### src/design/vfm_pkg.sv
// Shared types, constants and face tables for the voxel face mesher.
// Used by vfm_front, vfm_queue, vfm_back and the top level.
package vfm_pkg;

  localparam int QUEUE_DEPTH = 4;

  localparam int NUM_FACES = 6;
  localparam int CODE_W    = 8;
  localparam int POS_W     = 6;
  localparam int LPOS_W    = 5;

  localparam logic [23:0] COLOR_KEEP = 24'hfefefe;
  localparam logic [3:0]  CORNER_OFS = 4'd15;
  localparam logic [7:0]  THR_RESET  = 8'd100;
  localparam logic [8:0]  MH_RESET   = 9'd64;

  // configuration register indexes
  typedef enum logic {
    CFG_DAMAGE_THR = 1'b0,
    CFG_MAP_HEIGHT = 1'b1
  } cfg_idx_e;

  // per face: normal n, start offset s, in-plane u and v (x, y, z)
  localparam int FACE_N [NUM_FACES][3] = '{
    '{0, 0, 1}, '{0, 0, -1}, '{-1, 0, 0}, '{1, 0, 0}, '{0, -1, 0}, '{0, 1, 0}};
  localparam int FACE_S [NUM_FACES][3] = '{
    '{1, 0, 1}, '{0, 0, 0}, '{0, 1, 0}, '{1, 0, 0}, '{0, 0, 0}, '{1, 1, 0}};
  localparam int FACE_U [NUM_FACES][3] = '{
    '{-1, 0, 0}, '{1, 0, 0}, '{0, 0, 1}, '{0, 0, 1}, '{0, 0, 1}, '{0, 0, 1}};
  localparam int FACE_V [NUM_FACES][3] = '{
    '{0, 1, 0}, '{0, 1, 0}, '{0, -1, 0}, '{0, 1, 0}, '{1, 0, 0}, '{-1, 0, 0}};
  localparam logic [7:0] FACE_SHADE [NUM_FACES] = '{
    8'd0, 8'd220, 8'd0, 8'd0, 8'd255, 8'd0};

  // occlusion code bit b samples a + SU[b]*u + SV[b]*v
  localparam int OCC_SU [CODE_W] = '{-1, 1, 0, 0, -1, -1, 1, 1};
  localparam int OCC_SV [CODE_W] = '{0, 0, -1, 1, 1, -1, 1, -1};

  // one classified cell on its way from front to back
  typedef struct packed {
    logic                                start;
    logic [2:0][LPOS_W-1:0]              lpos;   // [0] x, [1] y, [2] z
    logic [NUM_FACES-1:0]                faces;  // exposed faces, bit = face_dir
    logic [NUM_FACES-1:0][CODE_W-1:0]    code;
    logic [23:0]                         rgb;
  } vfm_entry_t;

  // neighbourhood bit index of offset (dx, dy, dz), each in -1..1
  function automatic logic [4:0] nb_idx(input int dx, input int dy, input int dz);
    int i;
    i = (dz + 1) * 9 + (dy + 1) * 3 + (dx + 1);
    return 5'(i);
  endfunction

endpackage

### src/design/vfm_front.sv
// Front end: configuration registers and per-cell classification.
// Applies height overrides, finds exposed faces, occlusion codes and color.
// Depends on vfm_pkg.
module vfm_front import vfm_pkg::*; (
  input  logic              clk_i,
  input  logic              rst_ni,
  input  logic              cfg_we_i,
  input  logic              cfg_index_i,
  input  logic [8:0]        cfg_data_i,
  input  logic              start_i,
  input  logic [LPOS_W-1:0] local_x_i,
  input  logic [LPOS_W-1:0] local_y_i,
  input  logic [LPOS_W-1:0] local_z_i,
  input  logic [7:0]        world_z_i,
  input  logic [26:0]       nb_mask_i,
  input  logic [31:0]       cell_color_i,
  output vfm_entry_t        entry_o
);

  logic [7:0] thr_q;
  logic [8:0] mh_q;

  always_ff @(posedge clk_i or negedge rst_ni) begin
    if (!rst_ni) begin
      thr_q <= THR_RESET;
      mh_q  <= MH_RESET;
    end else if (cfg_we_i) begin
      unique case (cfg_idx_e'(cfg_index_i))
        CFG_DAMAGE_THR: thr_q <= cfg_data_i[7:0];
        CFG_MAP_HEIGHT: mh_q  <= cfg_data_i;
        default: ;
      endcase
    end
  end

  logic [26:0] sol;
  logic [2:0]  layer_solid;
  logic        below_floor;
  logic [8:0]  h_lo, h_mid, h_hi;

  // per z layer: below floor reads empty, at or above map height reads solid
  always_comb begin
    h_mid = {1'b0, world_z_i};
    h_lo  = h_mid - 9'd1;
    h_hi  = h_mid + 9'd1;
    below_floor    = (world_z_i == 8'd0);
    layer_solid[0] = h_lo  >= mh_q;
    layer_solid[1] = h_mid >= mh_q;
    layer_solid[2] = h_hi  >= mh_q;
    for (int l = 0; l < 3; l++) begin
      for (int j = 0; j < 9; j++) begin
        if (l == 0 && below_floor) sol[l*9+j] = 1'b0;
        else if (layer_solid[l])   sol[l*9+j] = 1'b1;
        else                       sol[l*9+j] = nb_mask_i[l*9+j];
      end
    end
  end

  logic centre;

  always_comb begin
    int dx, dy, dz;
    centre = sol[nb_idx(0, 0, 0)];
    entry_o.start   = start_i;
    entry_o.lpos[0] = local_x_i;
    entry_o.lpos[1] = local_y_i;
    entry_o.lpos[2] = local_z_i;
    for (int f = 0; f < NUM_FACES; f++) begin
      entry_o.faces[f] = centre &
                         !sol[nb_idx(FACE_N[f][0], FACE_N[f][1], FACE_N[f][2])];
      for (int b = 0; b < CODE_W; b++) begin
        // offsets stay within the 3x3x3 neighbourhood for every face
        dx = FACE_N[f][0] + OCC_SU[b] * FACE_U[f][0] + OCC_SV[b] * FACE_V[f][0];
        dy = FACE_N[f][1] + OCC_SU[b] * FACE_U[f][1] + OCC_SV[b] * FACE_V[f][1];
        dz = FACE_N[f][2] + OCC_SU[b] * FACE_U[f][2] + OCC_SV[b] * FACE_V[f][2];
        entry_o.code[f][b] = sol[nb_idx(dx, dy, dz)];
      end
    end
    if (cell_color_i[31:24] < thr_q) begin
      entry_o.rgb = (cell_color_i[23:0] & COLOR_KEEP) >> 1;
    end else begin
      entry_o.rgb = cell_color_i[23:0];
    end
  end

endmodule

### src/design/vfm_queue.sv
// Short first-word-fall-through queue of classified cells.
// Decouples front and back; depends on vfm_pkg.
module vfm_queue import vfm_pkg::*; #(
  parameter int DEPTH = QUEUE_DEPTH
) (
  input  logic       clk_i,
  input  logic       rst_ni,
  input  logic       push_i,
  input  vfm_entry_t wdata_i,
  output logic       full_o,
  input  logic       pop_i,
  output logic       valid_o,
  output vfm_entry_t rdata_o
);

  localparam int AW = (DEPTH > 1) ? $clog2(DEPTH) : 1;
  localparam int CW = $clog2(DEPTH + 1);

  vfm_entry_t    mem_q [DEPTH];
  logic [AW-1:0] wptr_q, wptr_d, rptr_q, rptr_d;
  logic [CW-1:0] cnt_q, cnt_d;
  logic          do_push, do_pop;

  assign full_o  = (cnt_q == CW'(DEPTH));
  assign valid_o = (cnt_q != '0);
  assign rdata_o = mem_q[rptr_q];
  assign do_push = push_i && !full_o;
  assign do_pop  = pop_i && valid_o;

  always_comb begin
    wptr_d = wptr_q;
    rptr_d = rptr_q;
    cnt_d  = cnt_q;
    if (do_push) wptr_d = (wptr_q == AW'(DEPTH - 1)) ? '0 : wptr_q + AW'(1);
    if (do_pop)  rptr_d = (rptr_q == AW'(DEPTH - 1)) ? '0 : rptr_q + AW'(1);
    if (do_push && !do_pop)      cnt_d = cnt_q + CW'(1);
    else if (do_pop && !do_push) cnt_d = cnt_q - CW'(1);
  end

  always_ff @(posedge clk_i or negedge rst_ni) begin
    if (!rst_ni) begin
      wptr_q <= '0;
      rptr_q <= '0;
      cnt_q  <= '0;
    end else begin
      wptr_q <= wptr_d;
      rptr_q <= rptr_d;
      cnt_q  <= cnt_d;
    end
  end

  always_ff @(posedge clk_i) begin
    if (do_push) mem_q[wptr_q] <= wdata_i;
  end

  a_cnt_range: assert property (@(posedge clk_i) disable iff (!rst_ni)
    cnt_q <= CW'(DEPTH))
    else $error("queue count beyond depth");

  a_ptr_track: assert property (@(posedge clk_i) disable iff (!rst_ni)
    (cnt_q == '0 || full_o) |-> (wptr_q == rptr_q))
    else $error("queue pointers disagree with count");

  a_push_full: assert property (@(posedge clk_i) disable iff (!rst_ni)
    (full_o && !do_pop) |=> full_o)
    else $error("full queue lost an entry without a pop");

endmodule

### src/design/vfm_back.sv
// Back end: walks the exposed faces of one cell, four vertices per face,
// into a registered output stage. Holds the running vertex counter.
// Depends on vfm_pkg.
module vfm_back import vfm_pkg::*; (
  input  logic        clk_i,
  input  logic        rst_ni,
  input  logic        q_valid_i,
  input  vfm_entry_t  q_data_i,
  output logic        q_pop_o,
  output logic        m_valid_o,
  input  logic        m_ready_i,
  output logic [87:0] m_data_o,
  output logic        m_last_o
);

  vfm_entry_t           cur_q, cur_d;
  logic                 busy_q, busy_d;
  logic [NUM_FACES-1:0] rem_q, rem_d;
  logic [1:0]           corner_q, corner_d;
  logic [15:0]          vcnt_q, vcnt_d;

  logic                 mv_q, mv_d;
  logic                 last_q, last_d;
  logic [84:0]          vtx_q, vtx_d;

  logic [2:0]           face;
  logic [NUM_FACES-1:0] rem_next;
  logic                 emit, done, load;
  logic [2:0][POS_W-1:0] pos;
  logic                 cu, cv;
  logic [7:0]           occ_u, occ_v, code;

  // lowest pending face goes first, matching the fixed face order
  always_comb begin
    face = '0;
    for (int f = NUM_FACES - 1; f >= 0; f--) begin
      if (rem_q[f]) face = 3'(f);
    end
  end

  always_comb begin
    cu = corner_q[0];
    cv = corner_q[1];
    for (int c = 0; c < 3; c++) begin
      pos[c] = {1'b0, cur_q.lpos[c]} + POS_W'(FACE_S[face][c]) +
               (cu ? POS_W'(FACE_U[face][c]) : '0) +
               (cv ? POS_W'(FACE_V[face][c]) : '0);
    end
    code  = cur_q.code[face];
    occ_u = {code[3:0], (cu ? CORNER_OFS : 4'd0)};
    occ_v = {code[7:4], (cv ? CORNER_OFS : 4'd0)};
  end

  always_comb begin
    emit     = busy_q && (!mv_q || m_ready_i);
    rem_next = rem_q & ~(NUM_FACES'(1) << face);
    done     = emit && (corner_q == 2'd3) && (rem_next == '0);
    load     = q_valid_i && (!busy_q || done);

    cur_d    = cur_q;
    busy_d   = busy_q;
    rem_d    = rem_q;
    corner_d = corner_q;
    vcnt_d   = vcnt_q;
    mv_d     = mv_q;
    last_d   = last_q;
    vtx_d    = vtx_q;

    if (m_ready_i) mv_d = 1'b0;

    if (emit) begin
      mv_d     = 1'b1;
      last_d   = done;
      vtx_d    = {vcnt_q, occ_v, occ_u, FACE_SHADE[face], cur_q.rgb, face,
                  pos[2], pos[1], pos[0]};
      vcnt_d   = vcnt_q + 16'd1;
      corner_d = corner_q + 2'd1;
      if (corner_q == 2'd3) rem_d = rem_next;
      if (done) busy_d = 1'b0;
    end

    // a cell with no exposed face only clears the counter, if flagged
    if (load) begin
      cur_d    = q_data_i;
      rem_d    = q_data_i.faces;
      busy_d   = (q_data_i.faces != '0);
      corner_d = '0;
      if (q_data_i.start) vcnt_d = '0;
    end
  end

  assign q_pop_o   = load;
  assign m_valid_o = mv_q;
  assign m_last_o  = last_q;
  assign m_data_o  = {3'b000, vtx_q};

  always_ff @(posedge clk_i or negedge rst_ni) begin
    if (!rst_ni) begin
      busy_q   <= 1'b0;
      rem_q    <= '0;
      corner_q <= '0;
      vcnt_q   <= '0;
      mv_q     <= 1'b0;
      last_q   <= 1'b0;
    end else begin
      busy_q   <= busy_d;
      rem_q    <= rem_d;
      corner_q <= corner_d;
      vcnt_q   <= vcnt_d;
      mv_q     <= mv_d;
      last_q   <= last_d;
    end
  end

  always_ff @(posedge clk_i) begin
    cur_q <= cur_d;
    vtx_q <= vtx_d;
  end

  a_busy_faces: assert property (@(posedge clk_i) disable iff (!rst_ni)
    busy_q |-> (rem_q != '0))
    else $error("busy with no pending face");

  a_last_corner: assert property (@(posedge clk_i) disable iff (!rst_ni)
    (mv_q && last_q) |-> (vtx_q[56:53] == CORNER_OFS && vtx_q[64:61] == CORNER_OFS))
    else $error("last vertex is not the far corner");

  a_no_overwrite: assert property (@(posedge clk_i) disable iff (!rst_ni)
    (mv_q && !m_ready_i) |=> (mv_q && $stable(vtx_q)))
    else $error("stalled vertex changed");

endmodule

### src/design/voxel_face_mesher_with_occlusion_unit.sv
// Voxel face mesher with per-vertex ambient occlusion: top level.
// Instantiates vfm_front, vfm_queue and vfm_back; depends on vfm_pkg.
//
// One cell is taken per cycle while the cell queue has room. A solid cell
// with n exposed faces then occupies the back end while it emits 4*n vertices
// (one vertex per cycle through the output register while the receiver is
// ready); a cell with no exposed face is popped without emitting a vertex.
// Sustained rate is set by that vertex loop. Configuration writes are always
// accepted (cfg_ready_o is high) and must be issued while the block is idle.
module voxel_face_mesher_with_occlusion_unit import vfm_pkg::*; #(
  parameter int QDEPTH = QUEUE_DEPTH
) (
  input  logic        clk_i,
  input  logic        rst_ni,
  // configuration write channel
  input  logic        cfg_valid_i,
  output logic        cfg_ready_o,
  input  logic        cfg_index_i,
  input  logic [8:0]  cfg_data_i,
  // cell stream
  input  logic        s_axis_tvalid,
  output logic        s_axis_tready,
  // local_x[4:0], local_y[9:5], local_z[14:10], world_z[22:15],
  // neighbour_mask[49:23], cell_color[81:50], zero pad [87:82]
  input  logic [87:0] s_axis_tdata,
  // start_of_chunk[0]
  input  logic        s_axis_tuser,
  // vertex stream
  output logic        m_axis_tvalid,
  input  logic        m_axis_tready,
  // pos_x[5:0], pos_y[11:6], pos_z[17:12], face_dir[20:18], rgb[44:21],
  // shade[52:45], occl_u[60:53], occl_v[68:61], vertex_number[84:69], pad
  output logic [87:0] m_axis_tdata,
  output logic        m_axis_tlast
);

  vfm_entry_t fe_entry, q_entry;
  logic       q_full, q_valid, q_pop;

  assign cfg_ready_o   = 1'b1;
  assign s_axis_tready = !q_full;

  vfm_front u_front (
    .clk_i        (clk_i),
    .rst_ni       (rst_ni),
    .cfg_we_i     (cfg_valid_i),
    .cfg_index_i  (cfg_index_i),
    .cfg_data_i   (cfg_data_i),
    .start_i      (s_axis_tuser),
    .local_x_i    (s_axis_tdata[4:0]),
    .local_y_i    (s_axis_tdata[9:5]),
    .local_z_i    (s_axis_tdata[14:10]),
    .world_z_i    (s_axis_tdata[22:15]),
    .nb_mask_i    (s_axis_tdata[49:23]),
    .cell_color_i (s_axis_tdata[81:50]),
    .entry_o      (fe_entry)
  );

  vfm_queue #(.DEPTH(QDEPTH)) u_queue (
    .clk_i   (clk_i),
    .rst_ni  (rst_ni),
    .push_i  (s_axis_tvalid),
    .wdata_i (fe_entry),
    .full_o  (q_full),
    .pop_i   (q_pop),
    .valid_o (q_valid),
    .rdata_o (q_entry)
  );

  vfm_back u_back (
    .clk_i     (clk_i),
    .rst_ni    (rst_ni),
    .q_valid_i (q_valid),
    .q_data_i  (q_entry),
    .q_pop_o   (q_pop),
    .m_valid_o (m_axis_tvalid),
    .m_ready_i (m_axis_tready),
    .m_data_o  (m_axis_tdata),
    .m_last_o  (m_axis_tlast)
  );

endmodule

### config.mk
export PLATFORM = sky130hd
export DESIGN_NAME = voxel_face_mesher_with_occlusion_unit
export DESIGN_NICKNAME = d
export VERILOG_FILES = /design/src/design/vfm_pkg.sv /design/src/design/vfm_front.sv /design/src/design/vfm_queue.sv /design/src/design/vfm_back.sv /design/src/design/voxel_face_mesher_with_occlusion_unit.sv
export SDC_FILE = /design/constraint.sdc
export NUM_CORES = 1
export LEC_CHECK = 0
export BUFFER_PORTS_ARGS = -buffer_cell sky130_fd_sc_hd__buf_2
export CAP_MARGIN = 20
export CORE_MARGIN = 8
export CORE_UTILIZATION = 43
export DETAILED_ROUTE_END_ITERATION = 10
export GPL_TIMING_DRIVEN = 0
export PLACE_DENSITY = 0.71
export SYNTH_ARGS = -nofsm -noshare
export SYNTH_HDL_FRONTEND = slang
export SYNTH_SLANG_ARGS = --single-unit
### constraint.sdc
create_clock -name clk_i -period 6.95 [get_ports clk_i]
set_input_delay 0.695 -clock clk_i [delete_from_list [all_inputs] [get_ports clk_i]]
set_output_delay 0.695 -clock clk_i [all_outputs]
set_load 0.02 [all_outputs]
==> metrics.md <==
| Metric | Value |
|---|---|
| Core area | 43,900 µm² |
| Die width | between 200 and 250 µm |
| DRT Pass-1 Iters | 5 |
| Leak | 8.31 nW |
| Layout Area Growth over Synthesis | 17.9% |
| GRT Total Usage | 0.159 |
| Reg-to-Reg Start | u_back.rem_q[4]$_DFFE_PN0P_ |
| Pin slew with the least headroom to its limit | 0.892 ns |
| Largest net degree at the start of global routing | 69 |
| Clk root buf | clkbuf_16 |
| Clock Latency Late Sink | about 0.55 ns |
| CTS sink cnt | 447 |
| Routability cong. | around 0.84 |
| Top FF cell, synth | edfxtp_1 |
| Reg2Reg Setup Slack | around 2.4 ns |
| Outcome | finished clean |
| First-pass GRT wire length | 62,800 µm |
| Number of synthesized flops with an enable pin | a little under 400 |
| Syn Inst Count | ~1,200 |
| Top cells by count, synth | 396 x edfxtp_1, 70 x nand2_1, 66 x mux4_2, 56 x ha_1, 54 x inv_1 |
| Number of synthesis warnings | 0 |
| Setup violations, final | 0 |
| Worst R2R Path Depth | 14 |
| Dominant cell type by area after synthesis | edfxtp_1 |
| Routed vias | 10,600 |
| Register area share after synthesis | 0.694 |
| Slew Viols, Final | 0 |
| Hold Violations, Final | 0 |
| Initial drt markers | 769 |
| Fin crit share | 0.659 |
| Minimum clock period | 4.58 ns |
| Layout cells sized above 1 | 0.271 |
| Relative slew margins | 0.404 |
| Total gr overflow | 0 |
| Post-cts repair resize count | 0 |
| Synth Register Bits | 447 |
| Met2 Usage GRT | 0.283 |
| Final net count | around 1,600 |
| I/O Pins | 196 |
| CTS Hold Bufs | 0 |
| RSZ-0062 raised after global routing | false |
| Routed vias/inst | 5.25 |
| Drt drc | 0 |
| Htree depth | 2 |
| Worst endpoint required time | 7.38 ns |
| Fin Setup TNS | 0 ns |
| Number of I/O port buffers | 185 |
| Diode count | 0 |
| CP arrival | 5.01 ns |
| CTS tree | yes |
| Die Ht | between 200 and 250 µm |
| Clock Tree Buf Depth | 3 |
| Synth top area share | 0.627 |
| Initial antenna violation count | 6 |
| Avg Inst Size Synth | around 16 µm² |
| Post-CTS Repair Setup Buffers | 0 |
| DRT Wirelength | approximately 41,000 µm |
| # rows | 77 |
| CP Capture Type | flip-flop |
| Met1 Usage GRT | 0.194 |
| Clk pin slew, worst setup/hold paths | 0.06 ns |
| GRT Max-Usage Layer | met2 |
| Worst Setup Path Type | flip-flop to flip-flop |
| Max IR drop VDD | between 0.2 and 0.25 mV |
| Mapped cell area | 19,000 µm² |
| Distinct cell type count after synthesis | 66 |
| Max Fclk | 218 MHz |
| Async S/R FF share, synth | 0.114 |
| Largest cells by area after synthesis | edfxtp_1 63%, mux4_2 7.8%, dfrtp_1 6.2% |
| Worst setup SP type | flip-flop |
| Count leader, synth | edfxtp_1 |
| DP HPWL | roughly 28,000 µm |
| Met3 GRT Util | 0.0362 |
| Vias in the first global route | 11,000 |
| WL per Instance | between 20 and 25 µm |
| Worst Skew | 0.0284 ns |
| Die area | between 50,000 and 60,000 µm² |
| Worst hold path class | primary input to asynchronous set/reset pin |
| Fin Hold WS | 0.189 ns |
| ANT nets after route | 0 |
| Power per Cell Area | around 420 nW/µm² |
| Worst r2r dst | u_queue.cnt_q[2]$_DFFE_PN0P_ |
| Max-cap violation count | 0 |
| Worst Path Max Fanout | 68 |
| CTS buffer count | 46 |
| Starting Density | 0.432 |
-- worst max-delay path by stage --
| stage | slack [ns] | depth (start not counted) | to | start |
|---|---|---|---|---|
| floorplan | 3.06 | 14 | u_queue.cnt_q[2]$_DFFE_PN0P_ | u_back.rem_q[4]$_DFFE_PN0P_ |
| global placement | 2.38 | 10 | u_queue.mem_q[0][62]$_DFFE_PP_ | s_axis_tdata[17] |
| detailed placement | 2.35 | 14 | u_queue.cnt_q[2]$_DFFE_PN0P_ | u_back.rem_q[1]$_DFFE_PN0P_ |
| CTS | 2.32 | 14 | u_queue.cnt_q[2]$_DFFE_PN0P_ | u_back.rem_q[4]$_DFFE_PN0P_ |
| global route | 2.04 | 14 | u_queue.cnt_q[2]$_DFFE_PN0P_ | u_back.rem_q[1]$_DFFE_PN0P_ |
| finish | 2.37 | 14 | u_queue.cnt_q[2]$_DFFE_PN0P_ | u_back.rem_q[4]$_DFFE_PN0P_ |
-- flip-flops by register name, summed over array words and instances (netlist names) --
| register | count |
|---|---|
| u_queue.mem_q | 264 |
| u_back.vtx_q | 73 |
| u_back.cur_q | 59 |
| u_back.vcnt_q | 16 |
| u_front.mh_q | 9 |
| u_front.thr_q | 8 |
| u_back.rem_q | 6 |
| u_queue.cnt_q | 3 |
| u_back.corner_q | 2 |
| u_queue.rptr_q | 2 |
| u_queue.wptr_q | 2 |
| u_back.busy_q | 1 |
| u_back.m_last_o | 1 |
| u_back.m_valid_o | 1 |
-- layer usage --
layer  wire length, µm  part of all wire  vias to the layer above
met4               631             0.015                       12
met5                73            0.0018                        -
met2             20800              0.51                      323
met1             16400              0.40                     5290
met3              2940             0.072                       59
li1                  -                 -                     4923
-- through the flow --
step           power [mW]  setup WS, ns  instances  cell area [µm²]   util
3_3_place_gp         6.88          2.38       1930            20700  0.470
6_report             9.40          2.37       2021            22400  0.509
3_5_place_dp         7.01          2.35       1937            20800  0.474
4_1_cts              9.52          2.32       2021            22400  0.509
2_1_floorplan        6.05          3.06       1153            19000      -
5_1_grt              9.90          2.04       2021            22400  0.509
-- critical path, cell delays in order (launching register included) --
cell and delay (ns):
dfrtp_1 0.40, nand2b_1 0.18, a221oi_2 0.57, buf_2 0.39
ha_1 0.24, o221ai_1 0.13, or4_4 0.59, a21oi_2 0.24
buf_6 0.59, inv_1 0.10, ha_1 0.25, fa_1 0.39
xnor2_1 0.17, nor2_1 0.07, xor2_1 0.14
-- logic make-up (layout without fill, tap and decap cells) --
family | Yosys count | after routing | share of synthesized area
XOR/XNOR | 43 | 43 | 0.0198
adder cells (fa/ha/maj) | 67 | 67 | 0.0485
multiplexers | 89 | 89 | 0.0914
flip-flops | 447 | 447 | 0.694
AO/OA/AOI/OAI | 158 | 158 | 0.0590
AND/OR/NAND/NOR | 227 | 227 | 0.0589
other | 2 | 4 | 0.000396
buffers and inverters | 118 | 394 | 0.0279
-- where the power goes --
part	internal (mW)	total, mW	leakage, nW	switching [mW]
Clock	1.50	2.48	0.758	0.982
Sequential	3.76	3.97	4.30	0.206
Combinational	1.20	2.95	3.25	1.75
Total	6.46	9.40	8.31	2.93
-- cell usage in the layout, fill, tap and decap left out, types with 20 or more instances in the layout --
cell type,count
o2111ai_1,23
mux4_2,66
dfrtp_1,47
inv_1,54
ha_1,56
and3_1,29
nor2_1,45
o21ai_0,25
edfxtp_1,396
clkbuf_1,42
o211ai_1,21
nand3_1,20
buf_2,194
clkbuf_16,47
xnor2_1,27
a21oi_1,38
nand2_1,70
-- layout make-up --
class | instances | area, µm²
Clock buffer | 54 | 1200
Inverter | 56 | 213
Fill cell | 3672 | 21600
Tap cell | 592 | 741
Sequential cell | 447 | 13200
Multi-Input combinational cell | 588 | 5310
Clock inverter | 30 | 333
Buffer | 62 | 319
Timing Repair Buffer | 192 | 1080
Note: power is estimated with default switching activity, not from simulation.
